## src/hw/rtl/assert_macros.svh

```systemverilog
// assertion macros shared by the timer queue rtl
// expects clk and arst_n in the scope of the module that uses them
`ifndef ASSERT_MACROS_SVH
`define ASSERT_MACROS_SVH

// property must hold at every clock edge out of reset
`define STQ_ASSERT(lbl, prop, msg) \
	lbl: assert property (@(posedge clk) disable iff (!arst_n) (prop)) \
		else $error(msg);

// condition must never be seen out of reset
`define STQ_ASSERT_NEVER(lbl, cond, msg) \
	lbl: assert property (@(posedge clk) disable iff (!arst_n) !(cond)) \
		else $error(msg);

`endif

```

## src/hw/rtl/stq_pkg.sv

```systemverilog
// stq_pkg: widths, codes and helpers of the sorted timer queue
// no dependencies; used by the interfaces, controller, memories and top level
package stq_pkg;

	localparam int KIND_W       = 2;
	localparam int DELAY_W      = 32;
	localparam int SLOT_W       = 6;
	localparam int EVENT_W      = 3;
	localparam int IDX_OUT_W    = 6;
	localparam int TIME_W       = 48;
	localparam int CAPACITY_DEF = 16;
	localparam int MAX_RESULTS  = 16;

	typedef logic [TIME_W-1:0] time_t;

	localparam time_t TIME_MAX = {TIME_W{1'b1}};

	localparam logic [KIND_W-1:0] KIND_ADD  = 2'd0;
	localparam logic [KIND_W-1:0] KIND_DEL  = 2'd1;
	localparam logic [KIND_W-1:0] KIND_TICK = 2'd2;

	localparam logic [EVENT_W-1:0] EV_ADDED      = 3'd0;
	localparam logic [EVENT_W-1:0] EV_FULL       = 3'd1;
	localparam logic [EVENT_W-1:0] EV_DELETED    = 3'd2;
	localparam logic [EVENT_W-1:0] EV_BAD_INDEX  = 3'd3;
	localparam logic [EVENT_W-1:0] EV_FIRED      = 3'd4;
	localparam logic [EVENT_W-1:0] EV_NONE_FIRED = 3'd5;

	// saturating deadline sum
	function automatic time_t sat_add(input time_t a, input logic [DELAY_W-1:0] b);
		logic [TIME_W:0] s;
		s = {1'b0, a} + {{(TIME_W-DELAY_W+1){1'b0}}, b};
		return s[TIME_W] ? TIME_MAX : s[TIME_W-1:0];
	endfunction

endpackage

```

## src/hw/rtl/stq_if.sv

```systemverilog
// stq_in_if, stq_out_if: valid/ready channels of the timer queue
// depends on stq_pkg for field widths
interface stq_in_if;
	import stq_pkg::*;

	logic               valid;
	logic               ready;
	logic [KIND_W-1:0]  kind;
	logic [DELAY_W-1:0] delay;
	logic [DELAY_W-1:0] period;
	logic [SLOT_W-1:0]  slot;

	modport source (output valid, kind, delay, period, slot, input ready);
	modport sink   (input valid, kind, delay, period, slot, output ready);
endinterface

interface stq_out_if;
	import stq_pkg::*;

	logic                 valid;
	logic                 ready;
	logic [EVENT_W-1:0]   event_res;
	logic [IDX_OUT_W-1:0] timer_index;
	logic                 last;

	modport source (output valid, event_res, timer_index, last, input ready);
	modport sink   (input valid, event_res, timer_index, last, output ready);
endinterface

```

## src/hw/rtl/sorted_timer_queue_unit.sv

```systemverilog
// sorted_timer_queue_unit: timer queue with a deadline-sorted slot list
// top level; depends on stq_pkg, stq_if, stq_mem and stq_ctrl
//
// req carries one item per transfer: add (delay, period), delete (slot) or a
// one millisecond tick. rsp returns event_res and timer_index per result, with
// last set on the final result of each item; a tick returns one result per
// fired timer (at most 16) or a single "none fired" result.
// req is taken one item at a time, only while the sequencer is idle.
// A delete pushes its result directly; an add takes a slot off the free list,
// walks the list to its sorted place and writes the links; a tick pops each
// expired entry off the head and frees it, or walks it back into place if it re-arms.
// The list walk does one link memory read per cycle.
// Results leave through a single output register: while rsp is stalled the
// sequencer holds at its next result and the output keeps its values.
// Reset (arst_n low) empties the list, frees every slot and clears the time;
// no clearing pass is needed before the block takes items.
module sorted_timer_queue_unit #(
	parameter int CAPACITY = stq_pkg::CAPACITY_DEF
) (
	input  logic      clk,
	input  logic      arst_n,
	stq_in_if.sink    req,
	stq_out_if.source rsp
);
	import stq_pkg::*;

	localparam int IW = $clog2(CAPACITY);
	localparam int LW = IW + 1;

	logic               tm_rd_en, tm_wr_en, lk_rd_en, lk_wr_en;
	logic [IW-1:0]      tm_rd_addr, tm_wr_addr, lk_rd_addr, lk_wr_addr;
	time_t              tm_rd_dl, tm_wr_dl;
	logic [DELAY_W-1:0] tm_rd_iv, tm_wr_iv;
	logic [LW-1:0]      lk_rd_data, lk_wr_data;

	stq_ctrl #(
		.CAPACITY (CAPACITY)
	) u_ctrl (
		.clk        (clk),
		.arst_n     (arst_n),
		.req        (req),
		.rsp        (rsp),
		.tm_rd_en   (tm_rd_en),
		.tm_rd_addr (tm_rd_addr),
		.tm_rd_dl   (tm_rd_dl),
		.tm_rd_iv   (tm_rd_iv),
		.tm_wr_en   (tm_wr_en),
		.tm_wr_addr (tm_wr_addr),
		.tm_wr_dl   (tm_wr_dl),
		.tm_wr_iv   (tm_wr_iv),
		.lk_rd_en   (lk_rd_en),
		.lk_rd_addr (lk_rd_addr),
		.lk_rd_data (lk_rd_data),
		.lk_wr_en   (lk_wr_en),
		.lk_wr_addr (lk_wr_addr),
		.lk_wr_data (lk_wr_data)
	);

	stq_mem #(
		.CAPACITY (CAPACITY)
	) u_mem (
		.clk        (clk),
		.arst_n     (arst_n),
		.tm_rd_en   (tm_rd_en),
		.tm_rd_addr (tm_rd_addr),
		.tm_rd_dl   (tm_rd_dl),
		.tm_rd_iv   (tm_rd_iv),
		.tm_wr_en   (tm_wr_en),
		.tm_wr_addr (tm_wr_addr),
		.tm_wr_dl   (tm_wr_dl),
		.tm_wr_iv   (tm_wr_iv),
		.lk_rd_en   (lk_rd_en),
		.lk_rd_addr (lk_rd_addr),
		.lk_rd_data (lk_rd_data),
		.lk_wr_en   (lk_wr_en),
		.lk_wr_addr (lk_wr_addr),
		.lk_wr_data (lk_wr_data)
	);

endmodule

```

## src/hw/rtl/stq_mem.sv

```systemverilog
// stq_mem: timer memory (deadline, interval) and link memory of the queue
// one read and one write port each, registered read data; depends on stq_pkg
module stq_mem #(
	parameter int CAPACITY = stq_pkg::CAPACITY_DEF
) (
	input  logic                       clk,
	input  logic                       arst_n,
	input  logic                       tm_rd_en,
	input  logic [$clog2(CAPACITY)-1:0] tm_rd_addr,
	output stq_pkg::time_t             tm_rd_dl,
	output logic [stq_pkg::DELAY_W-1:0] tm_rd_iv,
	input  logic                       tm_wr_en,
	input  logic [$clog2(CAPACITY)-1:0] tm_wr_addr,
	input  stq_pkg::time_t             tm_wr_dl,
	input  logic [stq_pkg::DELAY_W-1:0] tm_wr_iv,
	input  logic                       lk_rd_en,
	input  logic [$clog2(CAPACITY)-1:0] lk_rd_addr,
	output logic [$clog2(CAPACITY):0]  lk_rd_data,
	input  logic                       lk_wr_en,
	input  logic [$clog2(CAPACITY)-1:0] lk_wr_addr,
	input  logic [$clog2(CAPACITY):0]  lk_wr_data
);
	import stq_pkg::*;

	localparam int IW = $clog2(CAPACITY);
	localparam int LW = IW + 1;
	localparam int TW = TIME_W + DELAY_W;
	localparam logic [LW-1:0] LINK_NIL = {LW{1'b1}};

	logic [TW-1:0] tm_mem [CAPACITY];
	logic [TW-1:0] tm_rd_q;
	logic [LW-1:0] lk_mem [CAPACITY];
	logic [LW-1:0] lk_rd_q;
	logic [IW-1:0] lk_rd_addr_q;
	logic          lk_rd_vld_q;
	logic [CAPACITY-1:0] lk_vld_q;

	// link value of an entry never written since reset
	function automatic logic [LW-1:0] link_reset(input logic [IW-1:0] a);
		logic [LW-1:0] nx;
		nx = {1'b0, a} + LW'(1);
		return (nx < LW'(CAPACITY)) ? nx : LINK_NIL;
	endfunction

	always_ff @(posedge clk) begin
		if (tm_wr_en) begin
			tm_mem[tm_wr_addr] <= {tm_wr_dl, tm_wr_iv};
		end
		if (tm_rd_en) begin
			tm_rd_q <= tm_mem[tm_rd_addr];
		end
	end

	always_ff @(posedge clk) begin
		if (lk_wr_en) begin
			lk_mem[lk_wr_addr] <= lk_wr_data;
		end
		if (lk_rd_en) begin
			lk_rd_q      <= lk_mem[lk_rd_addr];
			lk_rd_addr_q <= lk_rd_addr;
		end
	end

	always_ff @(posedge clk or negedge arst_n) begin
		if (!arst_n) begin
			lk_vld_q    <= '0;
			lk_rd_vld_q <= 1'b0;
		end else begin
			if (lk_wr_en) begin
				lk_vld_q[lk_wr_addr] <= 1'b1;
			end
			if (lk_rd_en) begin
				lk_rd_vld_q <= lk_vld_q[lk_rd_addr];
			end
		end
	end

	assign tm_rd_dl   = tm_rd_q[TW-1:DELAY_W];
	assign tm_rd_iv   = tm_rd_q[DELAY_W-1:0];
	assign lk_rd_data = lk_rd_vld_q ? lk_rd_q : link_reset(lk_rd_addr_q);

endmodule

```

## src/hw/rtl/stq_ctrl.sv

```systemverilog
// stq_ctrl: sequencer of the timer queue; list walks, free list, output register
// depends on stq_pkg, stq_if and assert_macros.svh; drives the ports of stq_mem
`include "assert_macros.svh"

module stq_ctrl #(
	parameter int CAPACITY = stq_pkg::CAPACITY_DEF
) (
	input  logic                        clk,
	input  logic                        arst_n,
	stq_in_if.sink                      req,
	stq_out_if.source                   rsp,
	output logic                        tm_rd_en,
	output logic [$clog2(CAPACITY)-1:0] tm_rd_addr,
	input  stq_pkg::time_t              tm_rd_dl,
	input  logic [stq_pkg::DELAY_W-1:0] tm_rd_iv,
	output logic                        tm_wr_en,
	output logic [$clog2(CAPACITY)-1:0] tm_wr_addr,
	output stq_pkg::time_t              tm_wr_dl,
	output logic [stq_pkg::DELAY_W-1:0] tm_wr_iv,
	output logic                        lk_rd_en,
	output logic [$clog2(CAPACITY)-1:0] lk_rd_addr,
	input  logic [$clog2(CAPACITY):0]   lk_rd_data,
	output logic                        lk_wr_en,
	output logic [$clog2(CAPACITY)-1:0] lk_wr_addr,
	output logic [$clog2(CAPACITY):0]   lk_wr_data
);
	import stq_pkg::*;

	localparam int IW = $clog2(CAPACITY);
	localparam int LW = IW + 1;
	localparam int OW = $clog2(CAPACITY + 1);
	localparam int NW = $clog2(MAX_RESULTS + 1);
	localparam logic [LW-1:0] LINK_NIL = {LW{1'b1}};

	typedef enum logic [3:0] {
		S_IDLE, S_A_LINK, S_W_START, S_W_EV, S_W_LNK1, S_W_LNK2, S_W_DONE,
		S_T_RD, S_T_EV, S_T_END, S_PUSH
	} state_t;

	state_t               state_q, ret_q;
	time_t                now_q, ins_dl_q;
	logic [LW-1:0]        act_head_q, free_head_q, cur_q, prev_q, guard_q;
	logic [OW-1:0]        occ_q;
	logic [CAPACITY-1:0]  live_q;
	logic                 op_tick_q;
	logic [IW-1:0]        idx_q, pend_idx_q;
	logic [NW-1:0]        n_q;
	logic                 pend_vld_q;
	logic [EVENT_W-1:0]   psh_ev_q, out_ev_q;
	logic [IDX_OUT_W-1:0] psh_idx_q, out_idx_q;
	logic                 psh_last_q, out_last_q, out_vld_q;

	logic          out_free;
	logic [IW-1:0] free_idx, h_idx;
	logic          h_live, t_exp, t_release, t_rearm, step_go, step_more;
	logic [LW-1:0] guard_nx;
	time_t         add_dl, rearm_dl;

	assign out_free  = !out_vld_q || rsp.ready;
	assign free_idx  = free_head_q[IW-1:0];
	assign h_idx     = act_head_q[IW-1:0];
	assign h_live    = live_q[h_idx];
	assign t_exp     = tm_rd_dl <= now_q;
	assign t_release = t_exp && (!h_live || tm_rd_iv == '0);
	assign t_rearm   = t_exp && h_live && tm_rd_iv != '0;
	assign add_dl    = sat_add(now_q, req.delay);
	assign rearm_dl  = sat_add(tm_rd_dl, tm_rd_iv);
	assign guard_nx  = guard_q + LW'(1);
	assign step_go   = tm_rd_dl <= ins_dl_q;
	assign step_more = !lk_rd_data[LW-1] && (guard_nx < LW'(CAPACITY));

	assign req.ready       = (state_q == S_IDLE);
	assign rsp.valid       = out_vld_q;
	assign rsp.event_res   = out_ev_q;
	assign rsp.timer_index = out_idx_q;
	assign rsp.last        = out_last_q;

	// memory port control
	always_comb begin
		tm_rd_en   = 1'b0;
		tm_rd_addr = h_idx;
		tm_wr_en   = 1'b0;
		tm_wr_addr = h_idx;
		tm_wr_dl   = rearm_dl;
		tm_wr_iv   = tm_rd_iv;
		lk_rd_en   = 1'b0;
		lk_rd_addr = h_idx;
		lk_wr_en   = 1'b0;
		lk_wr_addr = h_idx;
		lk_wr_data = free_head_q;
		case (state_q)
			S_IDLE: begin
				if (req.valid && req.kind == KIND_ADD && !free_head_q[LW-1]) begin
					lk_rd_en   = 1'b1;
					lk_rd_addr = free_idx;
					tm_wr_en   = 1'b1;
					tm_wr_addr = free_idx;
					tm_wr_dl   = add_dl;
					tm_wr_iv   = req.period;
				end
			end
			S_W_START: begin
				tm_rd_en = !act_head_q[LW-1];
				lk_rd_en = !act_head_q[LW-1];
			end
			S_W_EV: begin
				tm_rd_addr = lk_rd_data[IW-1:0];
				lk_rd_addr = lk_rd_data[IW-1:0];
				tm_rd_en   = step_go && step_more;
				lk_rd_en   = step_go && step_more;
			end
			S_W_LNK1: begin
				lk_wr_en   = 1'b1;
				lk_wr_addr = idx_q;
				lk_wr_data = prev_q[LW-1] ? act_head_q : cur_q;
			end
			S_W_LNK2: begin
				lk_wr_en   = 1'b1;
				lk_wr_addr = prev_q[IW-1:0];
				lk_wr_data = {1'b0, idx_q};
			end
			S_T_RD: begin
				tm_rd_en = !act_head_q[LW-1] && (n_q < NW'(MAX_RESULTS));
				lk_rd_en = !act_head_q[LW-1] && (n_q < NW'(MAX_RESULTS));
			end
			S_T_EV: begin
				lk_wr_en = t_release;
				tm_wr_en = t_rearm;
			end
			default: begin
			end
		endcase
	end

	always_ff @(posedge clk or negedge arst_n) begin
		if (!arst_n) begin
			state_q     <= S_IDLE;
			ret_q       <= S_IDLE;
			now_q       <= '0;
			ins_dl_q    <= '0;
			act_head_q  <= LINK_NIL;
			free_head_q <= '0;
			cur_q       <= LINK_NIL;
			prev_q      <= LINK_NIL;
			guard_q     <= '0;
			occ_q       <= '0;
			live_q      <= '0;
			op_tick_q   <= 1'b0;
			idx_q       <= '0;
			pend_idx_q  <= '0;
			n_q         <= '0;
			pend_vld_q  <= 1'b0;
			psh_ev_q    <= EV_NONE_FIRED;
			psh_idx_q   <= '0;
			psh_last_q  <= 1'b0;
			out_vld_q   <= 1'b0;
			out_ev_q    <= EV_NONE_FIRED;
			out_idx_q   <= '0;
			out_last_q  <= 1'b0;
		end else begin
			if (out_vld_q && rsp.ready && state_q != S_PUSH) begin
				out_vld_q <= 1'b0;
			end
			case (state_q)
				S_IDLE: begin
					if (req.valid) begin
						case (req.kind)
							KIND_ADD: begin
								if (free_head_q[LW-1]) begin
									psh_ev_q   <= EV_FULL;
									psh_idx_q  <= '0;
									psh_last_q <= 1'b1;
									ret_q      <= S_IDLE;
									state_q    <= S_PUSH;
								end else begin
									idx_q            <= free_idx;
									ins_dl_q         <= add_dl;
									live_q[free_idx] <= 1'b1;
									op_tick_q        <= 1'b0;
									state_q          <= S_A_LINK;
								end
							end
							KIND_DEL: begin
								if ({1'b0, req.slot} >= (SLOT_W+1)'(CAPACITY)) begin
									psh_ev_q <= EV_BAD_INDEX;
								end else begin
									live_q[req.slot[IW-1:0]] <= 1'b0;
									psh_ev_q                 <= EV_DELETED;
								end
								psh_idx_q  <= req.slot;
								psh_last_q <= 1'b1;
								ret_q      <= S_IDLE;
								state_q    <= S_PUSH;
							end
							KIND_TICK: begin
								if (now_q != TIME_MAX) begin
									now_q <= now_q + TIME_W'(1);
								end
								n_q        <= '0;
								pend_vld_q <= 1'b0;
								op_tick_q  <= 1'b1;
								state_q    <= S_T_RD;
							end
							default: begin
							end
						endcase
					end
				end
				S_A_LINK: begin
					free_head_q <= lk_rd_data;
					state_q     <= S_W_START;
				end
				S_W_START: begin
					prev_q  <= LINK_NIL;
					cur_q   <= act_head_q;
					guard_q <= '0;
					state_q <= act_head_q[LW-1] ? S_W_LNK1 : S_W_EV;
				end
				S_W_EV: begin
					if (step_go) begin
						prev_q  <= cur_q;
						cur_q   <= lk_rd_data;
						guard_q <= guard_nx;
						if (!step_more) begin
							state_q <= S_W_LNK1;
						end
					end else begin
						state_q <= S_W_LNK1;
					end
				end
				S_W_LNK1: begin
					if (prev_q[LW-1]) begin
						act_head_q <= {1'b0, idx_q};
						state_q    <= S_W_DONE;
					end else begin
						state_q <= S_W_LNK2;
					end
				end
				S_W_LNK2: begin
					state_q <= S_W_DONE;
				end
				S_W_DONE: begin
					if (op_tick_q) begin
						state_q <= S_T_RD;
					end else begin
						occ_q      <= occ_q + OW'(1);
						psh_ev_q   <= EV_ADDED;
						psh_idx_q  <= IDX_OUT_W'(idx_q);
						psh_last_q <= 1'b1;
						ret_q      <= S_IDLE;
						state_q    <= S_PUSH;
					end
				end
				S_T_RD: begin
					if (!act_head_q[LW-1] && (n_q < NW'(MAX_RESULTS))) begin
						state_q <= S_T_EV;
					end else begin
						state_q <= S_T_END;
					end
				end
				S_T_EV: begin
					if (t_exp) begin
						act_head_q <= lk_rd_data;
						idx_q      <= h_idx;
						if (t_release) begin
							live_q[h_idx] <= 1'b0;
							free_head_q   <= {1'b0, h_idx};
							if (occ_q != '0) begin
								occ_q <= occ_q - OW'(1);
							end
						end
						if (t_rearm) begin
							ins_dl_q <= rearm_dl;
						end
						if (!h_live) begin
							state_q <= S_T_RD;
						end else begin
							n_q        <= n_q + NW'(1);
							pend_vld_q <= 1'b1;
							pend_idx_q <= h_idx;
							if (pend_vld_q) begin
								psh_ev_q   <= EV_FIRED;
								psh_idx_q  <= IDX_OUT_W'(pend_idx_q);
								psh_last_q <= 1'b0;
								ret_q      <= t_rearm ? S_W_START : S_T_RD;
								state_q    <= S_PUSH;
							end else begin
								state_q <= t_rearm ? S_W_START : S_T_RD;
							end
						end
					end else begin
						state_q <= S_T_END;
					end
				end
				S_T_END: begin
					if (pend_vld_q) begin
						psh_ev_q  <= EV_FIRED;
						psh_idx_q <= IDX_OUT_W'(pend_idx_q);
					end else begin
						psh_ev_q  <= EV_NONE_FIRED;
						psh_idx_q <= '0;
					end
					psh_last_q <= 1'b1;
					ret_q      <= S_IDLE;
					state_q    <= S_PUSH;
				end
				S_PUSH: begin
					if (out_free) begin
						out_vld_q  <= 1'b1;
						out_ev_q   <= psh_ev_q;
						out_idx_q  <= psh_idx_q;
						out_last_q <= psh_last_q;
						state_q    <= ret_q;
					end
				end
				default: begin
					state_q <= S_IDLE;
				end
			endcase
		end
	end

	`STQ_ASSERT(a_occ_free, (state_q == S_IDLE) |-> (free_head_q[LW-1] == (occ_q == OW'(CAPACITY))), "free list and occupancy disagree")
	`STQ_ASSERT(a_rsp_hold, (out_vld_q && !rsp.ready) |=> (out_vld_q && $stable(out_ev_q) && $stable(out_idx_q) && $stable(out_last_q)), "result changed while stalled")
	`STQ_ASSERT_NEVER(a_fire_bound, (n_q > NW'(MAX_RESULTS)) || (pend_vld_q && n_q == '0), "fire count out of range")

endmodule

```

## src/flat_wrapper.sv

```systemverilog
// flat-port wrapper written by rule: the top's interface ports become plain ports
module sorted_timer_queue_unit_flat import stq_pkg::*;
#(
	parameter int CAPACITY = stq_pkg::CAPACITY_DEF
)
  (clk, arst_n, req_valid, req_kind, req_delay, req_period, req_slot, req_ready, rsp_valid, rsp_event_res, rsp_timer_index, rsp_last, rsp_ready);
  stq_in_if req_i ();
  stq_out_if rsp_i ();
  input  logic clk;
  input  logic arst_n;
  input wire logic [$bits(req_i.valid)-1:0] req_valid;
  input wire logic [$bits(req_i.kind)-1:0] req_kind;
  input wire logic [$bits(req_i.delay)-1:0] req_delay;
  input wire logic [$bits(req_i.period)-1:0] req_period;
  input wire logic [$bits(req_i.slot)-1:0] req_slot;
  output wire logic [$bits(req_i.ready)-1:0] req_ready;
  output wire logic [$bits(rsp_i.valid)-1:0] rsp_valid;
  output wire logic [$bits(rsp_i.event_res)-1:0] rsp_event_res;
  output wire logic [$bits(rsp_i.timer_index)-1:0] rsp_timer_index;
  output wire logic [$bits(rsp_i.last)-1:0] rsp_last;
  input wire logic [$bits(rsp_i.ready)-1:0] rsp_ready;
  assign req_i.valid = req_valid;
  assign req_i.kind = req_kind;
  assign req_i.delay = req_delay;
  assign req_i.period = req_period;
  assign req_i.slot = req_slot;
  assign req_ready = req_i.ready;
  assign rsp_valid = rsp_i.valid;
  assign rsp_event_res = rsp_i.event_res;
  assign rsp_timer_index = rsp_i.timer_index;
  assign rsp_last = rsp_i.last;
  assign rsp_i.ready = rsp_ready;
  sorted_timer_queue_unit #(.CAPACITY(CAPACITY)) u_core (.clk(clk), .arst_n(arst_n), .req(req_i), .rsp(rsp_i));
endmodule
```

## config.mk

```make
export PLATFORM = sky130hd
export DESIGN_NAME = sorted_timer_queue_unit_flat
export DESIGN_NICKNAME = d
export VERILOG_FILES = /design/src/hw/rtl/stq_pkg.sv /design/src/hw/rtl/stq_if.sv /design/src/hw/rtl/sorted_timer_queue_unit.sv /design/src/hw/rtl/stq_mem.sv /design/src/hw/rtl/stq_ctrl.sv /design/src/flat_wrapper.sv
export VERILOG_INCLUDE_DIRS = /design/src /design/src/hw/rtl
export SDC_FILE = /design/constraint.sdc
export NUM_CORES = 2
export LEC_CHECK = 0
export BUFFER_PORTS_ARGS = -buffer_cell sky130_fd_sc_hd__buf_2
export CAP_MARGIN = 0
export CORE_ASPECT_RATIO = 1.25
export CORE_MARGIN = 3
export CORE_UTILIZATION = 57
export DETAILED_ROUTE_END_ITERATION = 6
export GPL_ROUTABILITY_DRIVEN = 0
export MAX_ROUTING_LAYER = met4
export PLACE_DENSITY = 0.83
export SYNTH_ARGS = -nofsm -noshare
export SYNTH_HDL_FRONTEND = slang
export SYNTH_SLANG_ARGS = --single-unit
```

## constraint.sdc

```tcl
create_clock -name clk -period 6.5 [get_ports clk]
set_input_delay 0 -clock clk [delete_from_list [all_inputs] [get_ports clk]]
set_output_delay 0 -clock clk [all_outputs]
set_load 0.05 [all_outputs]
```

==> out/metrics.yaml <==
placement:
  place.detailed.hpwl_um: 128000
  dp_cells: 7747
  port_buffer_count: 87
clock_tree:
  ctsHtreeMaxLevel: 4
  cts_inserted_buffers: 148
  clk_transition_reported_paths_ns: 0.07
  clock-sinks: 1645
  count_of_buffers_added_by_post_cts_timing_repair_for_setup: 0
  clock-root-buffer: "sky130_fd_sc_hd__clkbuf_16"
  cts_tree: "built"
  ctsLongestPathBuffers: 3
  clk-insertion-delay-late_ns: 0.79
worst_setup_path:
  launching_element_type_of_the_critical_path: "register"
  endpoint_kind: "register"
  worstPathCellList: "ha_1, inv_1, fa_1, nor2b_1, o2111ai_1, a21oi_1, o2111ai_1, a31oi_1, o221ai_2, nand2_1, nor2_1, a21oi_1"
  slowest_stage: "sky130_fd_sc_hd__a21oi_1"
  timing.critical_path.arrival_ns: 5.89
  critical_path_peak_fanout: 19
  data_required_time_of_the_worst_path_ns: 6.88
  worstSetupPathType: "register to register"
  timing.critical_path.slowest_cell_delay_ns: 1.05
layout:
  syn_to_final_growth_pct: 11.1
  nets: 6480
  util_after_layout_pct: 64.1
  layout_cells_sized_above_1_pct: 8.60
  stdcell_count: 8059
sta:
  hold_slack_ns: 0.0646
  finalWorstPathRequiredPeriod_ns: 5.51
  slew-limit-headroom_pct: -0.337
  grt_setup_unrepaired: "false"
  final-hold-violation-count: 0
  timing.setup.tns_ns: 0
  min_period_over_period_pct: 84.8
  timing.final.max_slew_violations: 16
  skew_ns: 0.0391
  slew_of_the_pin_with_the_lowest_slew_margin_ns: 1.51
  fmax_ghz: 0.181
  setup_viol: 0
logic_synthesis:
  yosys_register_bits: 1645
  synth_largest_type_area_fraction_pct: 59.4
  cell_variety_after_synth: 83
  dominant_synthesized_flop_cell: "sky130_fd_sc_hd__edfxtp_1"
  yosys.cell_count.top_type: "sky130_fd_sc_hd__nand2_1"
  post_synth_inst_count: 6192
  synthesis.area_sq_mm: 0.0733
  ys_seq_area_share_pct: 66.1
  synth_warnings: 0
  synth_enable_flop_cells: 1449
  netlist_top_cells_area: "sky130_fd_sc_hd__edfxtp_1 59%, sky130_fd_sc_hd__nand2_1 8.1%, sky130_fd_sc_hd__dfrtp_1 6.0%"
  synthArstFlopShare_pct: 11.9
  postSynthAreaPerCell_sq_um: 11.8
  yosys-top-cells-count: "1576 x sky130_fd_sc_hd__nand2_1, 1449 x sky130_fd_sc_hd__edfxtp_1, 340 x sky130_fd_sc_hd__clkbuf_1, 275 x sky130_fd_sc_hd__and3_1, 252 x sky130_fd_sc_hd__a21oi_1"
  syn_nets: 6437
  synth.largest_area_cell: "sky130_fd_sc_hd__edfxtp_1"
grt:
  grt_use_total_pct: 32.2
  via_count_of_the_first_global_routing_pass: 52500
  maximum_number_of_pins_on_one_net_before_global_route_repair: 155
  globalRouteOverflowTotal: 0
  grt_antenna_before_repair: 5
  grt_pass1_wl_um: 315000
flow_run:
  timing.max_cap.violations: 0
route:
  detail_route.wl_per_cell_um: 26.3
  vias: 53900
  drt_iter0_markers: 8397
  drc: 12
  drt-pass1-iter-count: 7
  antenna_left: 0
  avgViaCountPerCell: 6.69
  route.final.wire_length_um: 212000
power_and_ir_drop:
  clockPowerShare_pct: 19.3
  vdd_ir_drop_max_mv: 0.423
  part_of_the_power_in_combinational_logic_pct: 43.3
  netSwitchingFraction_pct: 42.1
  power_report.internal_total_w: 0.0264
  pwr-share-seq_pct: 37.4
  total_power_w: 0.0456
  p_leak_nw: 29.8
  net-switching-power_w: 0.0192
  power_per_cell_area_mw_per_mm2: 561
outcome:
  status: "complete, but fails checks"
  failed_checks: "design-rule violations, max-slew violations"
floorplanning:
  core_region_sq_mm: 0.127
  io_pins: 88
  fp.dieH_um: 407
  start_util_pct: 57.6
  design.die.area_sq_mm: 0.133
  placement_rows: 146
  die-width_um: 327
worst_hold_path:
  worstHoldPathType: "primary input to register"
layout by cell type (no fill, tap or decap), types with 37 or more instances in the layout:
master                             n
sky130_fd_sc_hd__a31oi_1         199
sky130_fd_sc_hd__a211oi_1        111
sky130_fd_sc_hd__ha_1            167
sky130_fd_sc_hd__inv_1           154
sky130_fd_sc_hd__nand4_1          51
sky130_fd_sc_hd__nand3_1         225
sky130_fd_sc_hd__buf_2            86
sky130_fd_sc_hd__mux2i_1          38
sky130_fd_sc_hd__dlygate4sd3_1    39
sky130_fd_sc_hd__buf_4           101
sky130_fd_sc_hd__a311oi_1        168
sky130_fd_sc_hd__nor3_1           71
sky130_fd_sc_hd__xnor2_1          97
sky130_fd_sc_hd__edfxtp_1       1449
sky130_fd_sc_hd__nor2_1          160
sky130_fd_sc_hd__a21oi_1         246
sky130_fd_sc_hd__o21ai_0         159
sky130_fd_sc_hd__clkbuf_16       155
sky130_fd_sc_hd__dfrtp_1         177
sky130_fd_sc_hd__a21o_1           64
sky130_fd_sc_hd__buf_12           37
sky130_fd_sc_hd__nand2_1        1575
sky130_fd_sc_hd__and3_1          275
registers in the layout, summed over array words and instances (netlist names), 5 cells and up:
register and flops:
u_core.u_ctrl.ins_dl_q 48, u_core.u_ctrl.now_q 48, u_core.u_ctrl.n_q 5, u_core.u_ctrl.cur_q 5, u_core.u_ctrl.free_head_q 5, u_core.u_mem.lk_vld_q 16
u_core.u_mem.tm_rd_q 80, u_core.u_ctrl.act_head_q 5, u_core.u_ctrl.psh_idx_q 6, u_core.u_ctrl.live_q 16, u_core.u_ctrl.rsp.timer_index 6, u_core.u_ctrl.guard_q 5
u_core.u_ctrl.prev_q 5, u_core.u_mem.lk_rd_q 5, u_core.u_mem.tm_mem 1280, u_core.u_mem.lk_mem 80
final timing paths:
kind                                                     start                                endpoint  slack (ns)  cells after the start
setup / recovery            u_core.u_ctrl.now_q[0]$_DFFE_PN0P_   u_core.u_mem.tm_mem[10][74]$_DFFE_PP_        0.99                     12
hold / removal                                   req_delay[31]  u_core.u_ctrl.ins_dl_q[31]$_DFFE_PN0P_        0.06                      5
setup reg to reg            u_core.u_ctrl.now_q[0]$_DFFE_PN0P_   u_core.u_mem.tm_mem[10][74]$_DFFE_PP_        0.99                     12
hold reg to reg            u_core.u_ctrl.prev_q[0]$_DFFE_PN1P_     u_core.u_ctrl.prev_q[0]$_DFFE_PN1P_        0.46                      2
max in group asynchronous                               arst_n      u_core.u_ctrl.now_q[5]$_DFFE_PN0P_        5.20                      4
min in group asynchronous                               arst_n      u_core.u_ctrl.cur_q[3]$_DFFE_PN1P_        0.46                      3
metrics by stage:
stage | worst slack (ns) | cell area [sq um]
6_report | 0.989 | 81400
5_1_grt | 0.823 | 81400
4_1_cts | 1.21 | 81400
3_5_place_dp | 1.24 | 76200
3_3_place_gp | 1.40 | 76200
2_1_floorplan | -0.0593 | 73300
area by class of cell:
cell class / instances / area [sq um]
antenna: 6 / 15.0
fill: 8726 / 45700
inverter: 156 / 586
clock buffer: 191 / 4050
tap: 1702 / 2130
timing repair buffer: 265 / 2360
sequential: 1645 / 48400
clock inverter: 75 / 782
multi-input combinational: 4019 / 23100
layer usage:
layer  track usage (%)  share of wire, %
met5                 -                 0
met1              38.3                34
met3              7.92                13
met4              19.6               6.8
met2              49.9                47
power by group through the flow:
stage	clock, W	sequential, W	combinational (W)
floorplan	0	0.0167	0.0118
global placement	0	0.0171	0.0181
detailed placement	0	0.0172	0.0187
CTS	0.00881	0.0170	0.0190
global route	0.00920	0.0171	0.0209
finish	0.00879	0.0171	0.0198
logic make-up after synthesis:
| kind of cell | share of synthesized area (%) |
|---|---|
| buffers and inverters | 2.76 |
| XOR/XNOR | 1.51 |
| AND/OR/NAND/NOR | 15.0 |
| AO/OA/AOI/OAI | 10.6 |
| adder cells (fa/ha/maj) | 2.91 |
| multiplexers | 1.19 |
| flip-flops | 66.1 |
worst max-delay path: cells and delay by family, from the launching register on:
kind | cells | cell delay (ns)
flops | 1 | 0.43
compound gates | 6 | 2.74
simple gates | 3 | 1.15
buf+inv | 1 | 0.07
fa+ha+maj | 2 | 0.68
what timing repair did:
item                      in CTS  in global routing
gates resized for setup        0                  0
hold buffers                  40                  0
hold endpoints to repair     388                  0
Power figures use the tool's default switching activity.
